`config.mk`:
```
export PLATFORM = sky130hd
export DESIGN_NAME = key_hash_shard_select_unit
export DESIGN_NICKNAME = d
export VERILOG_FILES = /design/src/rtl/core/khss_pkg.sv /design/src/rtl/core/khss_front.sv /design/src/rtl/core/khss_queue.sv /design/src/rtl/core/khss_back.sv /design/src/rtl/core/key_hash_shard_select_unit.sv
export SDC_FILE = /design/constraint.sdc
export NUM_CORES = 2
export LEC_CHECK = 0
export ABC_CLOCK_PERIOD_IN_PS = 24800
export BUFFER_PORTS_ARGS = -buffer_cell sky130_fd_sc_hd__buf_4
export CORE_UTILIZATION = 30
export CTS_CLUSTER_DIAMETER = 200
export DETAILED_ROUTE_END_ITERATION = 6
export PLACE_DENSITY = 0.52
export SETUP_SLACK_MARGIN = 0.5
export SLEW_MARGIN = 20
export SYNTH_ARGS = -nofsm -noshare
export SYNTH_HDL_FRONTEND = slang
export SYNTH_SLANG_ARGS = --single-unit
```
`constraint.sdc`:
```
create_clock -name clk -period 24.8 [get_ports clk]
set_input_delay 4.96 -clock clk [delete_from_list [all_inputs] [get_ports clk]]
set_output_delay 4.96 -clock clk [all_outputs]
set_load 0.01 [all_outputs]
```
`src/rtl/core/khss_pkg.sv`:
```
// Shared types and constants of the key hash shard select block.
// No dependencies; every other file in rtl/core uses it.
`timescale 1ns / 1ps
`default_nettype none
package khss_pkg;

  // Field widths
  localparam int HASH_W      = 64;
  localparam int BYTE_W      = 8;
  localparam int SHARD_CNT_W = 13;
  localparam int SHARD_IDX_W = 12;
  localparam int CFG_IDX_W   = 2;
  localparam int CFG_DATA_W  = 13;
  localparam int MODE_W      = 2;

  // Shard count saturates here
  localparam int SHARD_LIMIT = 4096;

  // Default depth of the queue between front and back
  localparam int QUEUE_DEPTH = 4;

  // Remainder bits resolved per cycle in the back part
  localparam int DIV_BITS   = 4;
  localparam int DIV_CYCLES = HASH_W / DIV_BITS;

  // Hash start values
  localparam logic [HASH_W-1:0] DJB2_START = 64'd5381;
  localparam logic [HASH_W-1:0] FNV_START  = 64'hcbf29ce484222325;

  // Register indexes
  typedef enum logic [CFG_IDX_W-1:0] {
    REG_HASH_MODE   = 2'd0,
    REG_SHARD_COUNT = 2'd1
  } cfg_reg_t;

  // Hash mode codes; any other code hashes as FNV-1a
  typedef enum logic [MODE_W-1:0] {
    MODE_DJB2  = 2'd0,
    MODE_FNV   = 2'd1,
    MODE_ALIAS = 2'd2,
    MODE_SPARE = 2'd3
  } hash_mode_t;

  typedef struct packed {
    hash_mode_t             hash_mode;
    logic [SHARD_CNT_W-1:0] shard_count;
  } cfg_t;

  typedef struct packed {
    logic [BYTE_W-1:0] key_byte;
    logic              byte_valid;
    logic              key_last;
  } in_word_t;

  typedef struct packed {
    logic [SHARD_IDX_W-1:0] shard_index;
    logic [HASH_W-1:0]      key_hash;
  } out_word_t;

  // Finished key handed from front to back
  typedef struct packed {
    logic [HASH_W-1:0]      key_hash;
    logic [SHARD_CNT_W-1:0] divisor;
  } job_t;

endpackage
`default_nettype wire

```
`src/rtl/core/khss_front.sv`:
```
// Front part: unless the queue is full, folds one key byte per cycle into
// the running hash and queues each finished key. Depends on khss_pkg.
`timescale 1ns / 1ps
`default_nettype none
module khss_front (
  input  wire                 clk,
  input  wire                 rst_n,
  input  khss_pkg::cfg_t      cfg,
  input  wire                 in_valid,
  output logic                in_stall,
  input  khss_pkg::in_word_t  in_data,
  input  wire                 q_full,
  output logic                q_push,
  output khss_pkg::job_t      q_job
);

  logic [khss_pkg::HASH_W-1:0]      hash_r, hash_nxt;
  logic                             at_start_r, at_start_nxt;
  logic                             accept;
  logic [khss_pkg::HASH_W-1:0]      base;
  logic [khss_pkg::HASH_W-1:0]      byte_ext;
  logic [khss_pkg::HASH_W-1:0]      djb_val;
  logic [khss_pkg::HASH_W-1:0]      fnv_x;
  logic [khss_pkg::HASH_W-1:0]      fnv_val;
  logic [khss_pkg::HASH_W-1:0]      folded;
  logic [khss_pkg::SHARD_CNT_W-1:0] divisor;

  // Hold the input whenever the queue is full
  assign in_stall = q_full;
  assign accept   = in_valid && !in_stall;

  // Pick the start value on the first word of a key
  always_comb begin
    if (at_start_r) begin
      base = (cfg.hash_mode == khss_pkg::MODE_DJB2) ? khss_pkg::DJB2_START
                                                    : khss_pkg::FNV_START;
    end else begin
      base = hash_r;
    end
  end

  // Sign-extend the byte as a signed char
  assign byte_ext = {{(khss_pkg::HASH_W-khss_pkg::BYTE_W){in_data.key_byte[khss_pkg::BYTE_W-1]}},
                     in_data.key_byte};

  // djb2: hash * 33 + byte
  assign djb_val = (base << 5) + base + byte_ext;

  // FNV-1a: (hash ^ byte) * 0x100000001b3, prime split into shifted terms
  assign fnv_x   = base ^ byte_ext;
  assign fnv_val = fnv_x + (fnv_x << 1) + (fnv_x << 4) + (fnv_x << 5)
                 + (fnv_x << 7) + (fnv_x << 8) + (fnv_x << 40);

  always_comb begin
    if (!in_data.byte_valid) begin
      folded = base;
    end else if (cfg.hash_mode == khss_pkg::MODE_DJB2) begin
      folded = djb_val;
    end else begin
      folded = fnv_val;
    end
  end

  // Clamp the shard count to 1..SHARD_LIMIT
  always_comb begin
    if (cfg.shard_count == '0) begin
      divisor = khss_pkg::SHARD_CNT_W'(1);
    end else if (cfg.shard_count > khss_pkg::SHARD_CNT_W'(khss_pkg::SHARD_LIMIT)) begin
      divisor = khss_pkg::SHARD_CNT_W'(khss_pkg::SHARD_LIMIT);
    end else begin
      divisor = cfg.shard_count;
    end
  end

  // Advance the running hash on every accepted word
  always_comb begin
    hash_nxt     = hash_r;
    at_start_nxt = at_start_r;
    if (accept) begin
      hash_nxt     = folded;
      at_start_nxt = in_data.key_last;
    end
  end

  always_ff @(posedge clk) begin
    if (!rst_n) begin
      hash_r     <= khss_pkg::DJB2_START;
      at_start_r <= 1'b1;
    end else begin
      hash_r     <= hash_nxt;
      at_start_r <= at_start_nxt;
    end
  end

  // Hand the finished key to the back part
  assign q_push         = accept && in_data.key_last;
  assign q_job.key_hash = folded;
  assign q_job.divisor  = divisor;

endmodule
`default_nettype wire

```
`src/rtl/core/khss_queue.sv`:
```
// Short queue of finished keys between the front and back parts.
// Depends on khss_pkg.
`timescale 1ns / 1ps
`default_nettype none
module khss_queue #(
  parameter int DEPTH = khss_pkg::QUEUE_DEPTH
) (
  input  wire             clk,
  input  wire             rst_n,
  input  wire             push,
  input  khss_pkg::job_t  push_job,
  output logic            full,
  input  wire             pop,
  output logic            nonempty,
  output khss_pkg::job_t  pop_job
);

  localparam int PTR_W = (DEPTH > 1) ? $clog2(DEPTH) : 1;
  localparam int CNT_W = $clog2(DEPTH + 1);

  khss_pkg::job_t     slots_r [DEPTH];
  logic [PTR_W-1:0]   wr_ptr_r, wr_ptr_nxt;
  logic [PTR_W-1:0]   rd_ptr_r, rd_ptr_nxt;
  logic [CNT_W-1:0]   count_r, count_nxt;

  assign full     = (count_r == CNT_W'(DEPTH));
  assign nonempty = (count_r != '0);
  assign pop_job  = slots_r[rd_ptr_r];

  // Advance pointers with wrap at the depth
  always_comb begin
    wr_ptr_nxt = wr_ptr_r;
    rd_ptr_nxt = rd_ptr_r;
    count_nxt  = count_r;
    if (push) begin
      wr_ptr_nxt = (wr_ptr_r == PTR_W'(DEPTH - 1)) ? '0 : wr_ptr_r + PTR_W'(1);
    end
    if (pop) begin
      rd_ptr_nxt = (rd_ptr_r == PTR_W'(DEPTH - 1)) ? '0 : rd_ptr_r + PTR_W'(1);
    end
    if (push && !pop) begin
      count_nxt = count_r + CNT_W'(1);
    end else if (pop && !push) begin
      count_nxt = count_r - CNT_W'(1);
    end
  end

  always_ff @(posedge clk) begin
    if (!rst_n) begin
      wr_ptr_r <= '0;
      rd_ptr_r <= '0;
      count_r  <= '0;
    end else begin
      wr_ptr_r <= wr_ptr_nxt;
      rd_ptr_r <= rd_ptr_nxt;
      count_r  <= count_nxt;
    end
  end

  // Store the pushed word
  always_ff @(posedge clk) begin
    if (push) begin
      slots_r[wr_ptr_r] <= push_job;
    end
  end

  a_no_push_full: assert property (@(posedge clk) disable iff (!rst_n)
    push |-> !full)
    else $error("khss_queue: push while full");

  a_no_pop_empty: assert property (@(posedge clk) disable iff (!rst_n)
    pop |-> nonempty)
    else $error("khss_queue: pop while empty");

  a_count_bound: assert property (@(posedge clk) disable iff (!rst_n)
    count_r <= CNT_W'(DEPTH))
    else $error("khss_queue: count beyond depth");

endmodule
`default_nettype wire

```
`src/rtl/core/khss_back.sv`:
```
// Back part: reduces each finished hash modulo its shard count, a few
// remainder bits per cycle, and holds the result word. Depends on khss_pkg.
`timescale 1ns / 1ps
`default_nettype none
module khss_back (
  input  wire                 clk,
  input  wire                 rst_n,
  input  wire                 q_nonempty,
  input  khss_pkg::job_t      q_job,
  output logic                q_pop,
  output logic                out_valid,
  input  wire                 out_stall,
  output khss_pkg::out_word_t out_data
);

  localparam int CNT_W = (khss_pkg::DIV_CYCLES > 1) ? $clog2(khss_pkg::DIV_CYCLES) : 1;

  typedef enum logic [2:0] {
    S_IDLE = 3'b001,
    S_DIV  = 3'b010,
    S_OUT  = 3'b100
  } back_state_t;

  back_state_t                      state_r, state_nxt;
  logic [CNT_W-1:0]                 cnt_r, cnt_nxt;
  logic [khss_pkg::HASH_W-1:0]      quo_r, quo_nxt;
  logic [khss_pkg::HASH_W-1:0]      hash_r, hash_nxt;
  logic [khss_pkg::SHARD_CNT_W-1:0] n_r, n_nxt;
  logic [khss_pkg::SHARD_IDX_W-1:0] rem_r, rem_nxt;
  khss_pkg::out_word_t              out_r, out_nxt;
  logic [khss_pkg::HASH_W-1:0]      quo_v;
  logic [khss_pkg::SHARD_IDX_W-1:0] rem_v;
  logic [khss_pkg::SHARD_CNT_W-1:0] trial;
  logic                             last_step;

  // Restoring remainder steps, most significant bit first
  always_comb begin
    quo_v = quo_r;
    rem_v = rem_r;
    trial = '0;
    for (int i = 0; i < khss_pkg::DIV_BITS; i++) begin
      trial = {rem_v, quo_v[khss_pkg::HASH_W-1]};
      quo_v = quo_v << 1;
      if (trial >= n_r) begin
        trial = trial - n_r;
      end
      rem_v = trial[khss_pkg::SHARD_IDX_W-1:0];
    end
  end

  assign last_step = (cnt_r == CNT_W'(khss_pkg::DIV_CYCLES - 1));
  assign q_pop     = (state_r == S_IDLE) && q_nonempty;
  assign out_valid = (state_r == S_OUT);
  assign out_data  = out_r;

  // Sequence: take a key, iterate the remainder, hold the result
  always_comb begin
    state_nxt = state_r;
    cnt_nxt   = cnt_r;
    quo_nxt   = quo_r;
    hash_nxt  = hash_r;
    n_nxt     = n_r;
    rem_nxt   = rem_r;
    out_nxt   = out_r;
    case (state_r)
      S_IDLE: begin
        if (q_nonempty) begin
          quo_nxt   = q_job.key_hash;
          hash_nxt  = q_job.key_hash;
          n_nxt     = q_job.divisor;
          rem_nxt   = '0;
          cnt_nxt   = '0;
          state_nxt = S_DIV;
        end
      end
      S_DIV: begin
        quo_nxt = quo_v;
        rem_nxt = rem_v;
        cnt_nxt = cnt_r + CNT_W'(1);
        if (last_step) begin
          out_nxt.shard_index = rem_v;
          out_nxt.key_hash    = hash_r;
          state_nxt           = S_OUT;
        end
      end
      S_OUT: begin
        if (!out_stall) begin
          state_nxt = S_IDLE;
        end
      end
      default: begin
        state_nxt = S_IDLE;
      end
    endcase
  end

  always_ff @(posedge clk) begin
    if (!rst_n) begin
      state_r <= S_IDLE;
      cnt_r   <= '0;
    end else begin
      state_r <= state_nxt;
      cnt_r   <= cnt_nxt;
    end
  end

  // Datapath registers need no reset
  always_ff @(posedge clk) begin
    quo_r  <= quo_nxt;
    hash_r <= hash_nxt;
    n_r    <= n_nxt;
    rem_r  <= rem_nxt;
    out_r  <= out_nxt;
  end

  a_rem_below_n: assert property (@(posedge clk) disable iff (!rst_n)
    (state_r == S_DIV && last_step) |=>
      ({1'b0, out_r.shard_index} < n_r))
    else $error("khss_back: remainder not below shard count");

  a_pop_starts_div: assert property (@(posedge clk) disable iff (!rst_n)
    q_pop |=> (state_r == S_DIV && cnt_r == '0))
    else $error("khss_back: pop did not start the reduction");

  a_div_to_out: assert property (@(posedge clk) disable iff (!rst_n)
    (state_r == S_DIV && last_step) |=> out_valid)
    else $error("khss_back: finished reduction not presented");

endmodule
`default_nettype wire

```
`src/rtl/core/key_hash_shard_select_unit.sv`:
```
// Path from last key word to result word: queue, load, remainder steps at
// DIV_BITS bits each, output register. One key word per cycle enters the
// front while the queue is not full; the back part takes a new key only
// once its result is taken. The queue absorbs up to QUEUE_DEPTH finished
// keys. Reset (synchronous, rst_n low): hash mode djb2, shard count 1,
// queue empty, next word starts a new key.
`timescale 1ns / 1ps
`default_nettype none
module key_hash_shard_select_unit #(
  parameter int QUEUE_DEPTH = khss_pkg::QUEUE_DEPTH
) (
  input  wire                                clk,
  input  wire                                rst_n,
  input  wire                                in_valid,
  output logic                               in_stall,
  input  khss_pkg::in_word_t                 in_data,
  output logic                               out_valid,
  input  wire                                out_stall,
  output khss_pkg::out_word_t                out_data,
  input  wire                                cfg_valid,
  output logic                               cfg_ready,
  input  wire [khss_pkg::CFG_IDX_W-1:0]      cfg_index,
  input  wire [khss_pkg::CFG_DATA_W-1:0]     cfg_data
);

  khss_pkg::cfg_t cfg_r, cfg_nxt;
  logic           q_push;
  logic           q_full;
  logic           q_pop;
  logic           q_nonempty;
  khss_pkg::job_t push_job;
  khss_pkg::job_t pop_job;

  // Configuration writes always complete
  assign cfg_ready = 1'b1;

  always_comb begin
    cfg_nxt = cfg_r;
    if (cfg_valid && cfg_ready) begin
      case (cfg_index)
        khss_pkg::REG_HASH_MODE: begin
          cfg_nxt.hash_mode = khss_pkg::hash_mode_t'(cfg_data[khss_pkg::MODE_W-1:0]);
        end
        khss_pkg::REG_SHARD_COUNT: begin
          cfg_nxt.shard_count = cfg_data[khss_pkg::SHARD_CNT_W-1:0];
        end
        default: begin
          cfg_nxt = cfg_r;
        end
      endcase
    end
  end

  always_ff @(posedge clk) begin
    if (!rst_n) begin
      cfg_r.hash_mode   <= khss_pkg::MODE_DJB2;
      cfg_r.shard_count <= khss_pkg::SHARD_CNT_W'(1);
    end else begin
      cfg_r <= cfg_nxt;
    end
  end

  khss_front u_front (
    .clk      (clk),
    .rst_n    (rst_n),
    .cfg      (cfg_r),
    .in_valid (in_valid),
    .in_stall (in_stall),
    .in_data  (in_data),
    .q_full   (q_full),
    .q_push   (q_push),
    .q_job    (push_job)
  );

  khss_queue #(
    .DEPTH (QUEUE_DEPTH)
  ) u_queue (
    .clk      (clk),
    .rst_n    (rst_n),
    .push     (q_push),
    .push_job (push_job),
    .full     (q_full),
    .pop      (q_pop),
    .nonempty (q_nonempty),
    .pop_job  (pop_job)
  );

  khss_back u_back (
    .clk        (clk),
    .rst_n      (rst_n),
    .q_nonempty (q_nonempty),
    .q_job      (pop_job),
    .q_pop      (q_pop),
    .out_valid  (out_valid),
    .out_stall  (out_stall),
    .out_data   (out_data)
  );

endmodule
`default_nettype wire

```
* Word level (Yosys, flattened, before mapping) *
Memory sizes are Yosys's and may differ from the RTL's. A register that Yosys moved wholly into a read port is not among the register bits.
Index checks and enable logic that the tools add are counted.

word-level totals
  register bits = 323
  memory bits (writable) = 308
  input bits = 30
  output and inout port bits = 79
  memories kept = 1

cells by class
  add/subtract/negate cells = 17
  order comparisons = 5
  eq/ne operators = 11
  mux-type cells = 28
  bitwise gates (word level) = 1
  reductions and logical operators = 20

memories
  name             words  width  rd ports  clocked after Yosys merged registers in  write ports  line              source
  u_queue.slots_r  4      77     1         1                                        1            khss_queue.sv:21  khss_pkg::job_t slots_r [DEPTH];

operators with widths
  kind                  count
  $add 64x64->64        8
  $mux 64               5
  $pmux 64 s2           1
  $xor 64x64->64        1
  $mux 12               5
  $ge 13x13->1          4
  $sub 12x12->12        4
  $mux 13               2
  $pmux 12 s2           1
  $mux 3                5
  $gt 13x13->1 const B  1
  $logic_not 13->1      1
  $reduce_and 2->1      5
  $pmux 3 s3            1
  $mux 2                4
  $pmux 4 s2            1
  $eq 3x3->1 const B    2
  $logic_and 1x1->1     5
  $add 2x1->2 const B   2
  $add 4x1->4 const B   1
  $eq 2x2->1 const B    2
  $eq 4x4->1 const B    1
  $logic_not 2->1       2
  $mux 4                1
  12 further kinds      17

* Logic depth before layout (Yosys ltp) *
  depth after elaboration = 12
  mapped depth = 44
  depth with buffers taken out = 41

* By module *
A second synthesis with hierarchy kept.

second synthesis, totals
  cell total of the unflattened synthesis = 4011
  area, all modules = 44254.9 sq um

by module, submodules not included
  module                      times used  cells each  area each (sq um)  sequential area each (sq um)
  khss_front                  1           2582        20855.0            1301.2
  khss_queue                  1           447         11603.6            9429.0
  khss_back                   1           914         11160.7            7016.7
  key_hash_shard_select_unit  1           68          635.6              300.3

* Worst setup path before layout *
Ideal clock, no wire load.

  path kind = input to register
  start point = input port in_data[8] (netlist bit)
  end point = memory u_queue.slots_r[0][54] (netlist bit), data pin
  arrival = 9.749 ns
  data required time = 24.534 ns
  slack = 14.785 ns
  stages = 19
  buffers on the path = 1
  path through = xnor2_1 inv_1 fa_1 fa_1 fa_1 inv_1 ha_1 ha_1 buf_2 a211o_1 o221a_2 o211ai_1 a211o_1 nand2_1 a211o_1 a221oi_1 xor2_1 a21oi_1 a22o_1

RTL lines
  element          line                              source
  start, declared  key_hash_shard_select_unit.sv:16  input khss_pkg::in_word_t in_data,
  end, declared    khss_queue.sv:21

==> flow_summary_export.csv <==
group,metric,value,unit
outcome,status,"finished, final reports clean",
clock_network,clk_latency,640,ps
synth,synthCells,3798,
synth,async_flop_share,0,%
sta,fmax,0.0875,GHz
synth,avgSynthCellArea,11.3,sq um
cells_and_area,nets,4493,
detailed_routing,first_pass_iters,5,
detailed_routing,wl,117000,um
grt,antenna_found_initial,0,
setup_path,crit_arrival,11760,ps
place,place_congestion,0.925,
synth,syn_area,42900,sq um
die,ios,109,
synth,ys_types,90,
detailed_routing,drt-initial-drc-count,2240,
die,core-area,142000,sq um
setup_path,cp_max_fo,76,
die,initial_core_util,30.3,%
synth,synth_edf_count,537,
sta,setup_viol,0,
die,die_x,380,um
sta,slew_headroom,36.0,%
synth,yosys_warnings,0,
sta,min_period_over_period,46.1,%
sta,worstMarginPinSlew,956,ps
place,io_buffer_count,107,
place,placed_area,46000,sq um
clock_network,hold_buffers,0,
detailed_routing,via_per_inst,4.93,
die,rows,138,
sta,fin_tns_setup,0,ps
synth,ys.flop_type,"edfxtp_1",
cells_and_area,areaGrowthSynthToFinish,11.8,%
detailed_routing,wl_per_cell,20.2,um
sta,slew_viol_final,0,
cells_and_area,drive_above_1_share,10.3,%
clock_network,cts_sinks,633,
sta,worst_hold_slack,394,ps
setup_path,crit_type,"primary input to flop",
clock_network,post_cts_buffers,0,
setup_path,worstSetupEndpointType,"flop",
place,placed_cells,5694,
hold_path,hp-class,"flop to flop",
detailed_routing,drc,0,
synth,synth_fp_nets,4426,
clock_network,cts_tree,"yes",
grt,grt_max_degree,77,
cells_and_area,final_area,48000,sq um
setup_path,cp-startpoint,"in_data[9]",
sta,rsz0062_at_grt,"no",
die,die_h,380,um
detailed_routing,antenna_left,0,
run,maxCapViolCount,0,
synth,ys_seq_elements,633,
clock_network,cts-buffers-inserted,59,
sta,finalHoldViolCount,0,
clock_network,clock-root-buffer,"clkbuf_16",
setup_path,critical_path.reg2reg.startpoint,"u_back.n_r[1]",
setup_path,start_kind,"primary input",
grt,grt_pass1_wl,181000,um
die,die_area,145000,sq um
detailed_routing,vias,28600,
clock_network,cts-htree-levels,2,
clock_network,cts.clk_slew.worst_paths,70,ps
cells_and_area,finalNonFillerCells,5807,
clock_network,cts_buffer_depth,3,
grt,first_global_vias,28800,
setup_path,required,25130,ps
place,dp_hpwl,90400,um
grt,groute.usage.overall,16.0,%
synth,seq_area_frac_synth,42.0,%
hold_path,hold_path_startpoint,"u_back.hash_r[49]",
sta,fin_skew,46.4,ps
clock_network,cts_resized,0,
setup_path,ff2ff_setup_slack,14350,ps
grt,grt_overflow,0,
sta,period_minus_slack,11430,ps
[logic make-up after synthesis]
family	count (synthesis)	synth area share (%)
adder cells (fa/ha/maj)	598	22.9
AO/OA/AOI/OAI	818	12.3
flip-flops	633	42.0
XOR/XNOR	148	3.02
other	1	0.00873
AND/OR/NAND/NOR	978	10.2
multiplexers	116	5.05
buffers and inverters	506	4.47
[area by class of cell]
| type | count | area (sq um) |
|---|---|---|
| timing repair buffer | 155 | 1170 |
| antenna | 2 | 5.00 |
| multi-input combinational | 2659 | 23000 |
| clock buffer | 82 | 1740 |
| tap | 1890 | 2360 |
| clock inverter | 29 | 299 |
| fill | 14100 | 93800 |
| sequential | 633 | 18100 |
| inverter | 357 | 1340 |
[flip-flops by register name, indices dropped and copies added (netlist names), named ones only]
name                cells
u_queue.slots_r       308
u_back.out_data        76
u_back.hash_r          64
u_back.quo_r           64
u_front.hash_r         64
cfg_r                  15
u_back.n_r             13
u_back.rem_r           12
u_back.cnt_r            4
u_back.state_r          3
u_queue.count_r         3
u_queue.rd_ptr_r        2
u_queue.wr_ptr_r        2
u_front.at_start_r      1
[synthesized netlist by cell type, types with 16 or more instances]
| master | n | area share [%] |
|---|---|---|
| nor3_1 | 49 | 0.57 |
| and2_1 | 23 | 0.34 |
| o21bai_1 | 37 | 0.65 |
| edfxtp_1 | 537 | 38 |
| a21oi_1 | 245 | 2.9 |
| dfxtp_1 | 96 | 4.5 |
| nand3_1 | 45 | 0.52 |
| a31oi_1 | 37 | 0.54 |
| mux2i_1 | 22 | 0.51 |
| o21a_1 | 24 | 0.42 |
| fa_1 | 315 | 15 |
| a211oi_1 | 37 | 0.65 |
| nand2_1 | 433 | 3.8 |
| clkbuf_1 | 126 | 1.1 |
| nor2b_1 | 54 | 0.79 |
| o211ai_1 | 23 | 0.40 |
| nand4_1 | 44 | 0.64 |
| mux4_2 | 77 | 4.0 |
| xnor2_1 | 99 | 2.0 |
| xor2_1 | 49 | 1.0 |
| ha_1 | 283 | 8.2 |
| inv_1 | 356 | 3.1 |
| and3_1 | 19 | 0.28 |
| nor2_1 | 229 | 2.0 |
| o21ai_0 | 171 | 2.0 |
| or2_2 | 16 | 0.23 |
| a21o_1 | 86 | 1.5 |
[final timing paths]
path,to,depth (start not counted)
worst max-delay path,u_queue.slots_r[0][71],20
worst min-delay path,u_back.out_data[49],0
worst max register to register,u_back.rem_r[1],39
worst min register to register,u_back.out_data[49],0
[metrics by stage]
step / utilization, % / setup WS (ps)
final: 33.9 / 13370
after global routing: 33.9 / 12870
after CTS: 33.9 / 13370
after detailed placement: 32.4 / 12710
after global placement: 32.4 / 12800
after floorplan: - / 14790
[critical path: stages]
cell and delay (ps):
buf_6 610, buf_4 720, ha_1 340, inv_1 290, fa_1 500, fa_1 540
inv_1 50, fa_1 430, ha_1 310, ha_1 450, nand4_1 150, nor3_1 380
a21oi_1 120, o21ai_0 160, a21oi_1 160, o21ai_0 450, a21oi_1 190, xnor2_1 180
a211oi_1 480, a21oi_1 220
[layout by cell type, fill, tap and decap left out, types with 93 or more instances in the layout]
cell      Yosys  final
ha_1        283    283
nand2_1     433    432
inv_1       356    354
dfxtp_1      96     93
fa_1        315    315
a21oi_1     245    245
o21ai_0     171    171
edfxtp_1    537    537
nor2_1      229    224
xnor2_1      99     99
buf_4         1    154
[per-layer routing]
metal	vias to the layer above	GRT usage, %	part of all wire [%]
met5	-	0	0
met2	634	25.3	45
li1	13600	-	-
met3	91	1.10	3.8
met4	0	3.08	1.5
met1	14300	24.0	50
Power is not shown: default switching activity piles up to over one toggle a cycle in this logic, so the estimate is an artifact.
